$ cat src/design/assert_macros.svh
// ----------------------------------------------------------------------------
// assert_macros.svh
// Concurrent assertion helpers shared by the RTL.
// ----------------------------------------------------------------------------
`ifndef ASSERT_MACROS_SVH
`define ASSERT_MACROS_SVH

// Condition must hold at every clock edge outside reset.
`define ASSERT_ALWAYS(label, clk, rst_n, expr, msg) \
  label: assert property (@(posedge clk) disable iff (!rst_n) (expr)) else $error(msg);

// Antecedent implies consequent in the same cycle.
`define ASSERT_IMPLIES(label, clk, rst_n, ante, cons, msg) \
  label: assert property (@(posedge clk) disable iff (!rst_n) (ante) |-> (cons)) \
    else $error(msg);

// Antecedent implies consequent in the following cycle.
`define ASSERT_NEXT(label, clk, rst_n, ante, cons, msg) \
  label: assert property (@(posedge clk) disable iff (!rst_n) (ante) |=> (cons)) \
    else $error(msg);

`endif

$ cat src/design/tdwc_pkg.sv
// ----------------------------------------------------------------------------
// tdwc_pkg
// Types, constants and byte classification helpers of the display width
// counter.
// ----------------------------------------------------------------------------
package tdwc_pkg;

  localparam int unsigned WIDTH_BITS = 16;
  localparam int unsigned LA_DEPTH   = 4;
  localparam int unsigned FILL_BITS  = $clog2(LA_DEPTH);
  localparam int unsigned CNT_BITS   = $clog2(LA_DEPTH + 1);

  typedef logic [7:0]            byte_t;
  typedef logic [WIDTH_BITS-1:0] width_t;
  typedef logic [WIDTH_BITS:0]   width_sum_t;
  typedef logic [FILL_BITS-1:0]  fill_t;
  typedef logic [CNT_BITS-1:0]   cnt_t;
  typedef logic [2:0]            skip_t;
  typedef logic [1:0]            cols_t;

  localparam width_t WIDTH_MAX = '1;

  // Byte codes
  localparam byte_t CH_ESC   = 8'h1B;
  localparam byte_t CH_BEL   = 8'h07;
  localparam byte_t CH_LBRK  = 8'h5B;
  localparam byte_t CH_RBRK  = 8'h5D;
  localparam byte_t CH_BSLSH = 8'h5C;
  localparam byte_t MASK_F8  = 8'hF8;
  localparam byte_t MASK_F0  = 8'hF0;
  localparam byte_t MASK_E0  = 8'hE0;
  localparam byte_t MASK_C0  = 8'hC0;
  localparam byte_t LEAD4    = 8'hF0;
  localparam byte_t LEAD3    = 8'hE0;
  localparam byte_t LEAD2    = 8'hC0;
  localparam byte_t CONT     = 8'h80;

  // Parser modes, one-hot
  typedef enum logic [12:0] {
    MODE_IDLE      = 13'h0001,
    MODE_ESC       = 13'h0002,
    MODE_CSI       = 13'h0004,
    MODE_OSC       = 13'h0008,
    MODE_OSC_ESC   = 13'h0010,
    MODE_LEAD3     = 13'h0020,
    MODE_SKIP_IDLE = 13'h0040,
    MODE_SKIP_MOD  = 13'h0080,
    MODE_MOD       = 13'h0100,
    MODE_SKIP_ZWJ  = 13'h0200,
    MODE_ZWJ       = 13'h0400,
    MODE_ZWJ_NEXT  = 13'h0800,
    MODE_VS        = 13'h1000
  } mode_e;

  // What happens to the lookahead buffer after one byte
  typedef enum logic [1:0] {
    ACT_DROP,
    ACT_KEEP,
    ACT_REPLAY
  } act_e;

  // Columns of a complete 3-byte sequence
  function automatic cols_t three_byte_width(byte_t c, byte_t c1, byte_t c2);
    logic emoji;
    logic wide;
    emoji = (c == 8'hE2) && (
            ((c1 == 8'h9C) && (c2 inside {[8'h85:8'h88]})) ||
            ((c1 == 8'h98) && (c2 inside {[8'h80:8'h8F]})) ||
            ((c1 == 8'h9D) && (c2 inside {[8'h84:8'h8C]})) ||
            ((c1 == 8'h9A) && (c2 == 8'hA1)) ||
            ((c1 inside {8'h9A, 8'h9B}) && (c2 inside {[8'h80:8'hBF]})));
    wide  = ((c == 8'hE3) && (c1 inside {[8'h80:8'hBF]})) ||
            ((c == 8'hE4) && (c1 >= 8'hB8)) ||
            (c inside {[8'hE5:8'hE9]});
    return (emoji || wide) ? cols_t'(2) : cols_t'(1);
  endfunction

  // Expected byte at a position of a skin modifier, ZWJ or variation selector
  function automatic logic look_match(mode_e mode, fill_t pos, byte_t b);
    logic m;
    case (mode)
      MODE_MOD: begin
        case (pos)
          fill_t'(0): m = (b == 8'hF0);
          fill_t'(1): m = (b == 8'h9F);
          fill_t'(2): m = (b == 8'h8F);
          default:    m = (b inside {[8'hBB:8'hBF]});
        endcase
      end
      MODE_ZWJ: begin
        case (pos)
          fill_t'(0): m = (b == 8'hE2);
          fill_t'(1): m = (b == 8'h80);
          default:    m = (b == 8'h8D);
        endcase
      end
      default: begin
        case (pos)
          fill_t'(0): m = (b == 8'hEF);
          fill_t'(1): m = (b == 8'hB8);
          default:    m = (b inside {8'h8E, 8'h8F});
        endcase
      end
    endcase
    return m;
  endfunction

  // Check tried after a failed one
  function automatic mode_e next_check(mode_e mode);
    mode_e n;
    case (mode)
      MODE_MOD: n = MODE_ZWJ;
      MODE_ZWJ: n = MODE_VS;
      default:  n = MODE_IDLE;
    endcase
    return n;
  endfunction

endpackage

$ cat src/design/terminal_display_width_counter.sv
// ----------------------------------------------------------------------------
// terminal_display_width_counter
// Counts the terminal columns of a byte string, skipping ANSI escapes and
// sizing UTF-8 sequences, and reports the total at the end of the string.
// ----------------------------------------------------------------------------
// Usage: feed one byte per transaction on the input channel; has_byte_i low
// with is_last_i high is a bare end marker (empty string). The width of the
// string comes out as one result transaction after the transaction that
// carries is_last_i. Normal throughput is one byte per cycle; with no
// lookahead pending, the cycle that takes the last byte loads the result.
// The block stalls its input while it re-examines buffered bytes or an end
// of string waits: when a pending skin-modifier, ZWJ or variation-selector
// match fails, the up to four buffered bytes go back through the single
// byte parser, one byte per cycle, under each remaining check in turn. A
// string that ends inside an unresolved lookahead goes through the same
// replay, and the end of string also waits while the output register still
// holds an untaken result. The width saturates at its maximum and raises
// width_overflow_o. All state returns to reset after each result.
// ----------------------------------------------------------------------------
`include "assert_macros.svh"

module terminal_display_width_counter (
  input  logic                 clk_i,
  input  logic                 rst_ni,
  // byte input channel
  input  logic                 in_valid_i,
  output logic                 in_stall_o,
  input  logic [7:0]           byte_value_i,
  input  logic                 has_byte_i,
  input  logic                 is_last_i,
  // result channel
  output logic                 out_valid_o,
  input  logic                 out_stall_i,
  output logic [15:0]          display_width_o,
  output logic                 width_overflow_o
);

  // --------------------------------------------------------------------------
  // State
  // la_q holds the lookahead bytes (positions below fill_q) followed by
  // bytes waiting for replay (positions fill_q to cnt_q - 1).
  // --------------------------------------------------------------------------
  tdwc_pkg::mode_e  mode_q, mode_d;
  tdwc_pkg::skip_t  skip_q, skip_d;
  tdwc_pkg::fill_t  fill_q, fill_d;
  tdwc_pkg::cnt_t   cnt_q, cnt_d;
  tdwc_pkg::byte_t  la_q [tdwc_pkg::LA_DEPTH];
  tdwc_pkg::byte_t  la_d [tdwc_pkg::LA_DEPTH];
  tdwc_pkg::width_t width_q, width_d;
  logic             sat_q, sat_d;
  logic             end_pend_q, end_pend_d;

  logic             out_valid_q, out_valid_d;
  tdwc_pkg::width_t out_width_q;
  logic             out_ovf_q;

  // --------------------------------------------------------------------------
  // Byte selection: replay bytes win over new input
  // --------------------------------------------------------------------------
  logic             from_buf;
  logic             in_acc;
  logic             byte_vld;
  tdwc_pkg::byte_t  cur_byte;
  tdwc_pkg::byte_t  la_ext [tdwc_pkg::LA_DEPTH];
  tdwc_pkg::cnt_t   cnt_ext;

  assign from_buf   = cnt_q > tdwc_pkg::cnt_t'(fill_q);
  assign in_stall_o = from_buf || end_pend_q;
  assign in_acc     = in_valid_i && !in_stall_o;
  assign byte_vld   = from_buf || (in_acc && has_byte_i);
  assign cur_byte   = from_buf ? la_q[fill_q] : byte_value_i;

  // A new byte is appended behind the lookahead so all actions see one buffer
  always_comb begin
    for (int i = 0; i < tdwc_pkg::LA_DEPTH; i++) begin
      la_ext[i] = la_q[i];
    end
    cnt_ext = cnt_q;
    if (!from_buf) begin
      la_ext[fill_q] = byte_value_i;
      cnt_ext        = cnt_q + tdwc_pkg::cnt_t'(1);
    end
  end

  // --------------------------------------------------------------------------
  // Single byte parser
  // --------------------------------------------------------------------------
  tdwc_pkg::act_e   act;
  tdwc_pkg::mode_e  b_mode;
  tdwc_pkg::skip_t  b_skip;
  tdwc_pkg::cols_t  b_cols;
  logic             b_match;
  logic             b_done;

  always_comb begin
    act     = tdwc_pkg::ACT_DROP;
    b_mode  = mode_q;
    b_skip  = skip_q;
    b_cols  = '0;
    b_match = tdwc_pkg::look_match(mode_q, fill_q, cur_byte);
    b_done  = 1'b0;
    case (mode_q)
      tdwc_pkg::MODE_ESC: begin
        if (cur_byte == tdwc_pkg::CH_LBRK) begin
          b_mode = tdwc_pkg::MODE_CSI;
        end else if (cur_byte == tdwc_pkg::CH_RBRK) begin
          b_mode = tdwc_pkg::MODE_OSC;
        end else begin
          b_mode = tdwc_pkg::MODE_IDLE;
        end
      end
      tdwc_pkg::MODE_CSI: begin
        if (cur_byte inside {[8'h40:8'h7E]}) begin
          b_mode = tdwc_pkg::MODE_IDLE;
        end
      end
      tdwc_pkg::MODE_OSC, tdwc_pkg::MODE_OSC_ESC: begin
        if ((mode_q == tdwc_pkg::MODE_OSC_ESC) && (cur_byte == tdwc_pkg::CH_BSLSH)) begin
          b_mode = tdwc_pkg::MODE_IDLE;
        end else if (cur_byte == tdwc_pkg::CH_BEL) begin
          b_mode = tdwc_pkg::MODE_IDLE;
        end else if (cur_byte == tdwc_pkg::CH_ESC) begin
          b_mode = tdwc_pkg::MODE_OSC_ESC;
        end else begin
          b_mode = tdwc_pkg::MODE_OSC;
        end
      end
      tdwc_pkg::MODE_LEAD3: begin
        if (fill_q == tdwc_pkg::fill_t'(2)) begin
          b_cols = tdwc_pkg::three_byte_width(la_ext[0], la_ext[1], cur_byte);
          b_mode = tdwc_pkg::MODE_IDLE;
        end else begin
          act = tdwc_pkg::ACT_KEEP;
        end
      end
      tdwc_pkg::MODE_SKIP_IDLE, tdwc_pkg::MODE_SKIP_MOD, tdwc_pkg::MODE_SKIP_ZWJ: begin
        b_skip = (skip_q == '0) ? '0 : skip_q - tdwc_pkg::skip_t'(1);
        if (b_skip == '0) begin
          case (mode_q)
            tdwc_pkg::MODE_SKIP_IDLE: b_mode = tdwc_pkg::MODE_IDLE;
            tdwc_pkg::MODE_SKIP_MOD:  b_mode = tdwc_pkg::MODE_MOD;
            default:                  b_mode = tdwc_pkg::MODE_ZWJ;
          endcase
        end
      end
      tdwc_pkg::MODE_MOD, tdwc_pkg::MODE_ZWJ, tdwc_pkg::MODE_VS: begin
        // last position of the pattern: 3 for the modifier, 2 otherwise
        b_done = (mode_q == tdwc_pkg::MODE_MOD) ? (fill_q == tdwc_pkg::fill_t'(3))
                                                : (fill_q == tdwc_pkg::fill_t'(2));
        if (b_match) begin
          if (b_done) begin
            case (mode_q)
              tdwc_pkg::MODE_MOD: b_mode = tdwc_pkg::MODE_ZWJ;
              tdwc_pkg::MODE_ZWJ: b_mode = tdwc_pkg::MODE_ZWJ_NEXT;
              default:            b_mode = tdwc_pkg::MODE_IDLE;
            endcase
          end else begin
            act = tdwc_pkg::ACT_KEEP;
          end
        end else begin
          act    = tdwc_pkg::ACT_REPLAY;
          b_mode = tdwc_pkg::next_check(mode_q);
        end
      end
      tdwc_pkg::MODE_ZWJ_NEXT: begin
        // joined character: skip its continuation bytes, then look for ZWJ
        if ((cur_byte & tdwc_pkg::MASK_F8) == tdwc_pkg::LEAD4) begin
          b_skip = tdwc_pkg::skip_t'(3);
        end else if ((cur_byte & tdwc_pkg::MASK_F0) == tdwc_pkg::LEAD3) begin
          b_skip = tdwc_pkg::skip_t'(2);
        end else if ((cur_byte & tdwc_pkg::MASK_E0) == tdwc_pkg::LEAD2) begin
          b_skip = tdwc_pkg::skip_t'(1);
        end else begin
          b_skip = '0;
        end
        b_mode = (b_skip == '0) ? tdwc_pkg::MODE_ZWJ : tdwc_pkg::MODE_SKIP_ZWJ;
      end
      default: begin
        // idle: start of a character
        b_mode = tdwc_pkg::MODE_IDLE;
        if (cur_byte == tdwc_pkg::CH_ESC) begin
          b_mode = tdwc_pkg::MODE_ESC;
        end else if ((cur_byte & tdwc_pkg::MASK_F8) == tdwc_pkg::LEAD4) begin
          b_cols = tdwc_pkg::cols_t'(2);
          b_skip = tdwc_pkg::skip_t'(3);
          b_mode = tdwc_pkg::MODE_SKIP_MOD;
        end else if ((cur_byte & tdwc_pkg::MASK_F0) == tdwc_pkg::LEAD3) begin
          act    = tdwc_pkg::ACT_KEEP;
          b_mode = tdwc_pkg::MODE_LEAD3;
        end else if ((cur_byte & tdwc_pkg::MASK_E0) == tdwc_pkg::LEAD2) begin
          b_cols = tdwc_pkg::cols_t'(1);
          b_skip = tdwc_pkg::skip_t'(1);
          b_mode = tdwc_pkg::MODE_SKIP_IDLE;
        end else if ((cur_byte & tdwc_pkg::MASK_C0) != tdwc_pkg::CONT) begin
          b_cols = tdwc_pkg::cols_t'(1);
        end
      end
    endcase
  end

  // --------------------------------------------------------------------------
  // State after the byte (identity when no byte this cycle)
  // --------------------------------------------------------------------------
  tdwc_pkg::mode_e  p_mode;
  tdwc_pkg::skip_t  p_skip;
  tdwc_pkg::fill_t  p_fill;
  tdwc_pkg::cnt_t   p_cnt;
  tdwc_pkg::byte_t  p_la [tdwc_pkg::LA_DEPTH];
  tdwc_pkg::cols_t  p_cols;
  tdwc_pkg::cnt_t   drop_n;
  tdwc_pkg::cnt_t   sh;

  assign drop_n = tdwc_pkg::cnt_t'(fill_q) + tdwc_pkg::cnt_t'(1);

  always_comb begin
    p_mode = mode_q;
    p_skip = skip_q;
    p_fill = fill_q;
    p_cnt  = cnt_q;
    p_cols = '0;
    sh     = '0;
    for (int i = 0; i < tdwc_pkg::LA_DEPTH; i++) begin
      p_la[i] = la_q[i];
    end
    if (byte_vld) begin
      p_mode = b_mode;
      p_skip = b_skip;
      p_cols = b_cols;
      for (int i = 0; i < tdwc_pkg::LA_DEPTH; i++) begin
        p_la[i] = la_ext[i];
      end
      p_cnt = cnt_ext;
      case (act)
        tdwc_pkg::ACT_KEEP: begin
          p_fill = fill_q + tdwc_pkg::fill_t'(1);
        end
        tdwc_pkg::ACT_REPLAY: begin
          p_fill = '0;
        end
        default: begin
          // consumed: lookahead and the byte leave the front of the buffer
          p_fill = '0;
          p_cnt  = cnt_ext - drop_n;
          for (int i = 0; i < tdwc_pkg::LA_DEPTH; i++) begin
            sh = tdwc_pkg::cnt_t'(i) + drop_n;
            if (sh < tdwc_pkg::cnt_t'(tdwc_pkg::LA_DEPTH)) begin
              p_la[i] = la_ext[sh[tdwc_pkg::FILL_BITS-1:0]];
            end
          end
        end
      endcase
    end
  end

  // --------------------------------------------------------------------------
  // End of string
  // --------------------------------------------------------------------------
  logic                 end_now;
  logic                 p_queued;
  logic                 p_look;
  logic                 end_replay;
  logic                 out_free;
  logic                 fin;
  tdwc_pkg::cols_t      add_cols;
  tdwc_pkg::width_sum_t sum;
  tdwc_pkg::width_t     sum_sat;
  logic                 sum_ovf;

  assign end_now  = end_pend_q || (in_acc && is_last_i);
  assign p_queued = p_cnt > tdwc_pkg::cnt_t'(p_fill);
  assign p_look   = (p_mode == tdwc_pkg::MODE_MOD) || (p_mode == tdwc_pkg::MODE_ZWJ) ||
                    (p_mode == tdwc_pkg::MODE_VS);
  // pending match with buffered bytes: give them back under the next check
  assign end_replay = end_now && !p_queued && p_look && (p_fill != '0);
  assign out_free   = !out_valid_q || !out_stall_i;
  assign fin        = end_now && !p_queued && !(p_look && (p_fill != '0)) && out_free;

  // a truncated 3-byte sequence counts one column
  assign add_cols = p_cols + tdwc_pkg::cols_t'(fin && (p_mode == tdwc_pkg::MODE_LEAD3));
  assign sum      = tdwc_pkg::width_sum_t'(width_q) + tdwc_pkg::width_sum_t'(add_cols);
  assign sum_ovf  = sum[tdwc_pkg::WIDTH_BITS];
  assign sum_sat  = sum_ovf ? tdwc_pkg::WIDTH_MAX : sum[tdwc_pkg::WIDTH_BITS-1:0];

  always_comb begin
    if (fin) begin
      mode_d     = tdwc_pkg::MODE_IDLE;
      skip_d     = '0;
      fill_d     = '0;
      cnt_d      = '0;
      width_d    = '0;
      sat_d      = 1'b0;
      end_pend_d = 1'b0;
    end else begin
      mode_d     = end_replay ? tdwc_pkg::next_check(p_mode) : p_mode;
      skip_d     = p_skip;
      fill_d     = end_replay ? '0 : p_fill;
      cnt_d      = p_cnt;
      width_d    = sum_sat;
      sat_d      = sat_q || sum_ovf;
      end_pend_d = end_now;
    end
    for (int i = 0; i < tdwc_pkg::LA_DEPTH; i++) begin
      la_d[i] = p_la[i];
    end
    out_valid_d = fin || (out_valid_q && out_stall_i);
  end

  // --------------------------------------------------------------------------
  // Registers
  // --------------------------------------------------------------------------
  always_ff @(posedge clk_i or negedge rst_ni) begin
    if (!rst_ni) begin
      mode_q      <= tdwc_pkg::MODE_IDLE;
      skip_q      <= '0;
      fill_q      <= '0;
      cnt_q       <= '0;
      width_q     <= '0;
      sat_q       <= 1'b0;
      end_pend_q  <= 1'b0;
      out_valid_q <= 1'b0;
    end else begin
      mode_q      <= mode_d;
      skip_q      <= skip_d;
      fill_q      <= fill_d;
      cnt_q       <= cnt_d;
      width_q     <= width_d;
      sat_q       <= sat_d;
      end_pend_q  <= end_pend_d;
      out_valid_q <= out_valid_d;
    end
  end

  always_ff @(posedge clk_i) begin
    for (int i = 0; i < tdwc_pkg::LA_DEPTH; i++) begin
      la_q[i] <= la_d[i];
    end
    if (fin) begin
      out_width_q <= sum_sat;
      out_ovf_q   <= sat_q || sum_ovf;
    end
  end

  assign out_valid_o      = out_valid_q;
  assign display_width_o  = 16'(out_width_q);
  assign width_overflow_o = out_ovf_q;

  // --------------------------------------------------------------------------
  // Assertions
  // --------------------------------------------------------------------------
  `ASSERT_ALWAYS(a_fill_le_cnt, clk_i, rst_ni,
    (tdwc_pkg::cnt_t'(fill_q) <= cnt_q) && (cnt_q <= tdwc_pkg::cnt_t'(tdwc_pkg::LA_DEPTH)),
    "lookahead fill beyond buffer count")
  `ASSERT_IMPLIES(a_fill_only_in_lookahead, clk_i, rst_ni,
    !((mode_q == tdwc_pkg::MODE_LEAD3) || (mode_q == tdwc_pkg::MODE_MOD) ||
      (mode_q == tdwc_pkg::MODE_ZWJ) || (mode_q == tdwc_pkg::MODE_VS)),
    fill_q == '0, "lookahead fill nonzero outside a lookahead mode")
  `ASSERT_IMPLIES(a_sat_at_max, clk_i, rst_ni, sat_q, width_q == tdwc_pkg::WIDTH_MAX,
    "saturation flag without a saturated width")
  `ASSERT_NEXT(a_end_resolves, clk_i, rst_ni, in_acc && is_last_i,
    in_stall_o || out_valid_o, "end of string neither pending nor reported")

endmodule
$ cat config.mk
export PLATFORM = sky130hd
export DESIGN_NAME = terminal_display_width_counter
export DESIGN_NICKNAME = d
export VERILOG_FILES = /design/src/design/tdwc_pkg.sv /design/src/design/terminal_display_width_counter.sv
export VERILOG_INCLUDE_DIRS = /design/src /design/src/design
export SDC_FILE = /design/constraint.sdc
export NUM_CORES = 1
export LEC_CHECK = 0
export ABC_AREA = 1
export BUFFER_PORTS_ARGS = -buffer_cell sky130_fd_sc_hd__buf_2
export CORE_MARGIN = 3
export CORE_UTILIZATION = 65
export CTS_CLUSTER_SIZE = 24
export DETAILED_ROUTE_END_ITERATION = 8
export GPL_TIMING_DRIVEN = 1
export PLACE_DENSITY = 0.9
export SLEW_MARGIN = 20
export SYNTH_ARGS = -nofsm -noshare
export SYNTH_HDL_FRONTEND = slang
export SYNTH_SLANG_ARGS = --single-unit
$ cat constraint.sdc
create_clock -name clk_i -period 13.8 [get_ports clk_i]
set_input_delay 2.76 -clock clk_i [delete_from_list [all_inputs] [get_ports clk_i]]
set_output_delay 2.76 -clock clk_i [all_outputs]
set_load 0.02 [all_outputs]
==> results of run 1 <==
cell families after synthesis:
kind of cell,after synthesis,synth area share [%]
AOI/OAI and AO/OA,193,14.41
xor gates and xnor gates,8,0.9318
DFF,89,32.90
adders and majority gates,18,3.195
buffers and inverters,224,11.90
and+or+nand+nor,627,36.66
stage by stage:
step	util [%]	hold WS (ns)
finish	72.30	0.5561
global route	72.30	0.6110
CTS	72.27	0.5667
detailed placement	69.69	0.5486
global placement	69.69	0.5421
floorplan	-	0.4963
worst max-delay path by stage:
| stage | startpoint | end | slack [ns] | cells past startpoint |
|---|---|---|---|---|
| 6_report | fill_q[1] | width_q[13] | 4.03 | 40 |
| 4_1_cts | fill_q[1] | width_q[13] | 4.35 | 40 |
| 3_5_place_dp | byte_value_i[0] | width_q[13] | 4.18 | 35 |
| 2_1_floorplan | in_valid_i | width_q[11] | 5.27 | 25 |
| 3_3_place_gp | byte_value_i[0] | width_q[11] | 4.57 | 35 |
| 5_1_grt | fill_q[1] | width_q[11] | 3.25 | 40 |
sequential cells by signal, summed over array words and instances (netlist names):
register          flops
la_q                 32
display_width_o      16
width_q              16
mode_q               13
cnt_q                 3
skip_q                3
fill_q                2
end_pend_q            1
out_valid_o           1
sat_q                 1
width_overflow_o      1
synthesized netlist by cell type (11+ instances only):
cell type	number	area (um2)
a21oi_1	18	90.09
clkbuf_1	22	82.58
dfrtp_1	39	975.9
edfxtp_1	49	1471
ha_1	16	200.2
inv_1	134	503.0
inv_2	50	187.7
nand2_1	354	1329
nand2_2	11	68.82
nand3_1	89	445.4
nand4_1	17	106.4
nor2_1	96	360.4
nor3_1	14	70.07
o21ai_0	105	525.5
o21ai_1	11	55.05
o22ai_1	23	143.9
layout make-up:
class	count	area [um2]	area share, %
clock buffer	9	225.2	2.812
clock inverter	7	61.31	0.7655
inverter	185	694.4	8.671
multi-input combinational	846	4167	52.02
sequential	89	2474	30.89
tap	140	175.2	2.187
timing repair buffer	39	212.7	2.656
worst register-to-register path, delay by kind of cell, from the launching register on:
family / cells / cell delay [ns]
AND/OR/NAND/NOR: 26 / 5.68
adder cells (fa/ha/maj): 5 / 1.52
AO/OA/AOI/OAI: 4 / 0.83
flip-flops: 1 / 0.78
buffers and inverters: 4 / 0.71
XOR/XNOR: 1 / 0.17
placed cells by master, fill, tap and decap left out, types with 14 or more instances in the layout:
master	instances
dfrtp_1	39
nand2_1	354
ha_1	16
inv_1	134
inv_2	50
nand3_1	89
a21oi_1	18
o22ai_1	23
nor2_1	95
o21ai_0	105
buf_2	32
nand4_1	17
nor3_1	14
edfxtp_1	49
metal layers:
| layer | track usage, % | vias up | part of all wire, % |
|---|---|---|---|
| li1 | - | 3776 | - |
| met1 | 42.75 | 3472 | 42 |
| met4 | 12.82 | 0 | 2.8 |
| met3 | 6.313 | 53 | 9.0 |
| met5 | 0 | - | 0 |
| met2 | 51.86 | 391 | 46 |
==> results.cfg, run 1 <==
[global_routing]
antenna_found_initial = 0
grt_max_degree = 65
grt_overflow = 0
grt.total_usage_pct = 32.17
grt_pass1_wl_um = 33700
grt_pass1_vias = 7233

[timing]
worst_slack_ns = 4.030
skew_ns = 0.008083
max_freq_mhz = 102.4
rsz0062_at_grt = false
worst_pin_slew_ns = 1.048
max_slew_margin_pct = 29.86
report.final.slew_viol_count = 0
finalHoldViolCount = 0
fin_crit_sh_pct = 70.80
finalSetupViolations = 0
layout_min_cycle_time_ns = 9.770
tns_ns = 0

[detailed_routing]
wl_per_cell_um = 15.48
first_pass_iters = 5
ant_nets = 0
wl_um = 20350
vias = 7692
vias_per_cell = 5.849
route.detailed.drc = 0
initialDrtViolationCount = 956

[synth]
synth_nets = 1191
yosysUniqueCellTypes = 47
synth-seq-area-share_pct = 32.90
ys_ff_latch = 89
synth_edf_count = 49
syn-cell-area_um2 = 7518
syn_avg_cell_area_um2 = 6.487
ys_warn_count = 0
ys.flop_type = edfxtp_1
netlist_instances = 1159
async_reset_ff_share_pct = 44.94

[die]
core_area_um2 = 11080
dieArea_um2 = 12890
fp-row-count = 38
ioPinCount = 33
die_h_um = 113.6
die_width_um = 113.6
initial_core_util_pct = 67.87

[place]
placed_area_um2 = 7720
place.gp.congestion = 0.9471
dp_cells = 1299
portBuffers = 32
dp_hpwl_um = 14210
post-place-ws_ns = 4.184

[critical_path]
critPathKind = register to register
cp_max_fo = 36
cp_top_family = simple AND/OR/NAND/NOR gates
required_ns = 14.10
worstPathArrival_ns = 10.07
max_stage_delay_ns = 0.78
crit_path_start_kind = register
reg2reg_to = width_q[13]
crit_path_end_kind = register
crit_path_top_delay_cell = dfrtp_1
path_common_cell = nand2_1
reg2reg_from = fill_q[1]
path_buf_inv = 4
ff2ff_setup_slack_ns = 4.03
reg2reg_depth = 40

[clock_tree]
clock_latency_ns = 0.36
cts_tree = built
cts-root-buf = clkbuf_16
clock-sinks = 89
h-tree-depth = 3
postCtsSetupRepairBufs = 0
cts_made_buffers = 9
cts.clk_slew.worst_paths_ns = 0.07
ctsResizeCount = 0
hold_buffers = 0
clock_path_buffers = 2

[flow_run]
maxCapViolCount = 0

[final_layout]
postLayoutCellArea_um2 = 8009
fin_nets = 1202
diodes = 0
syn2layout_area_growth_pct = 6.524
num-fill-cells = 905
final_cells = 1315
drive_gt1_share_pct = 13.19

[worst_hold_path]
min_path_type = register to register
hold_depth = 2
whs_endpoint = out_valid_o
min-delay-start = out_valid_o

[status]
status = finished clean
Power of run 1 is not shown: default switching activity piles up to over one toggle a cycle in this logic, so the estimate is an artifact.
==> run 2, diff against run 1 <==
- CORE_UTILIZATION: 65 -> 57
- PLACE_DENSITY: 0.9 -> 0.85
- clock period: 13.8 -> 8.9 ns (I/O delays scaled with it)
==> results.cfg, run 2 (synthesis gave the netlist of run 1 again) <==
[timing]
worst_slack_ns = 0.9054
fin_crit_sh_pct = 89.83
layout_min_cycle_time_ns = 7.995
max_freq_mhz = 125.1
skew_ns = 0.01023
rsz0062_at_grt = false
max_slew_margin_pct = 22.18
tns_ns = 0
finalSetupViolations = 0
worst_pin_slew_ns = 1.163
report.final.slew_viol_count = 0
finalHoldViolCount = 0

[global_routing]
grt_pass1_wl_um = 34750
grt_max_degree = 57
grt_pass1_vias = 7307
antenna_found_initial = 0
grt.total_usage_pct = 29.29
grt_overflow = 0

[clock_tree]
cts_made_buffers = 9
clock_latency_ns = 0.35
clock-sinks = 89
cts_tree = built
hold_buffers = 0
cts.clk_slew.worst_paths_ns = 0.07
cts-root-buf = clkbuf_16
clock_path_buffers = 2
h-tree-depth = 3

[detailed_routing]
wl_um = 20900
first_pass_iters = 6
ant_nets = 0
initialDrtViolationCount = 981
route.detailed.drc = 0
vias_per_cell = 5.762
vias = 7767
met2_length_um = 9475
wl_met3_um = 1911
wl_per_cell_um = 15.50
wirelength_met1_um = 8826
highest_layer = met4

[final_layout]
mostFrequentLayoutCell = nand2_1
fin_nets = 1203
final_cells = 1348
largest_register = la_q
drive_gt1_share_pct = 13.27
diodes = 0
largest_reg_flops = 32
mostFrequentLayoutCells = nand2_1, inv_1, o21ai_0
syn2layout_area_growth_pct = 7.755
num-fill-cells = 1097
fin_util_pct = 63.42

[flow_run]
maxCapViolCount = 0

[worst_hold_path]
min_path_type = register to register
hold_depth = 1

[status]
status = finished clean

[die]
die_h_um = 120.9
die_width_um = 120.9
initial_core_util_pct = 58.86
ioPinCount = 33
dieArea_um2 = 14600
fp-row-count = 41
core_area_um2 = 12770

[critical_path]
crit_path_end_kind = register
max_stage_delay_ns = 0.67
path_buf_inv = 5
path_common_cell = nand2_1
ff2ff_setup_slack_ns = 0.91
cp_max_fo = 21
crit_path_top_delay_cell = dfrtp_1
required_ns = 9.19
crit_path_start_kind = register
critPathKind = register to register
reg2reg_depth = 43
worstPathArrival_ns = 8.29
cp_top_family = simple AND/OR/NAND/NOR gates
crit_cells = 43

[place]
dp_hpwl_um = 15140
post-place-ws_ns = 0.5325
place.gp.congestion = 0.9654
portBuffers = 32
dp_cells = 1332
## run 2: final cells by class
type                    instances  area [um2]  area share, %
flip-flops and latches         89        2474          30.53
repair buffers                 40       220.2          2.718
well taps                     172       215.2          2.656
clock buffers                  11       254.0          3.135
clock inverters                 5       72.57         0.8958
inverters                     185       694.4          8.571
multi-input cells             846        4172          51.49
## run 2: routing by layer
metal | global-route usage, % | up-vias
met2 | 46.16 | 434
met3 | 5.734 | 77
li1 | - | 3779
met5 | 0 | -
met4 | 12.11 | 0
met1 | 39.54 | 3477
## run 2: through the flow
stage | hold WS, ns | instance area (um2)
2_1_floorplan | 0.4963 | 7518
3_3_place_gp | 0.5473 | 7767
3_5_place_dp | 0.5337 | 7767
4_1_cts | 0.5692 | 8094
5_1_grt | 0.5774 | 8102
6_report | 0.5608 | 8102
## run 2: final timing paths
check | startpoint | to
min in group asynchronous | rst_ni | mode_q[9]
setup reg to reg | fill_q[1] | width_q[11]
setup / recovery | fill_q[1] | width_q[11]
max in group asynchronous | rst_ni | cnt_q[2]
hold reg to reg | sat_q | width_overflow_o
hold / removal | sat_q | width_overflow_o
## run 2: repair_timing
action / in CTS / in global routing
buffers inserted: 0 / 0
resized for setup: 0 / 2
endpoints found under the setup margin: 0 / 34
Power of run 2 is left out for the same reason.
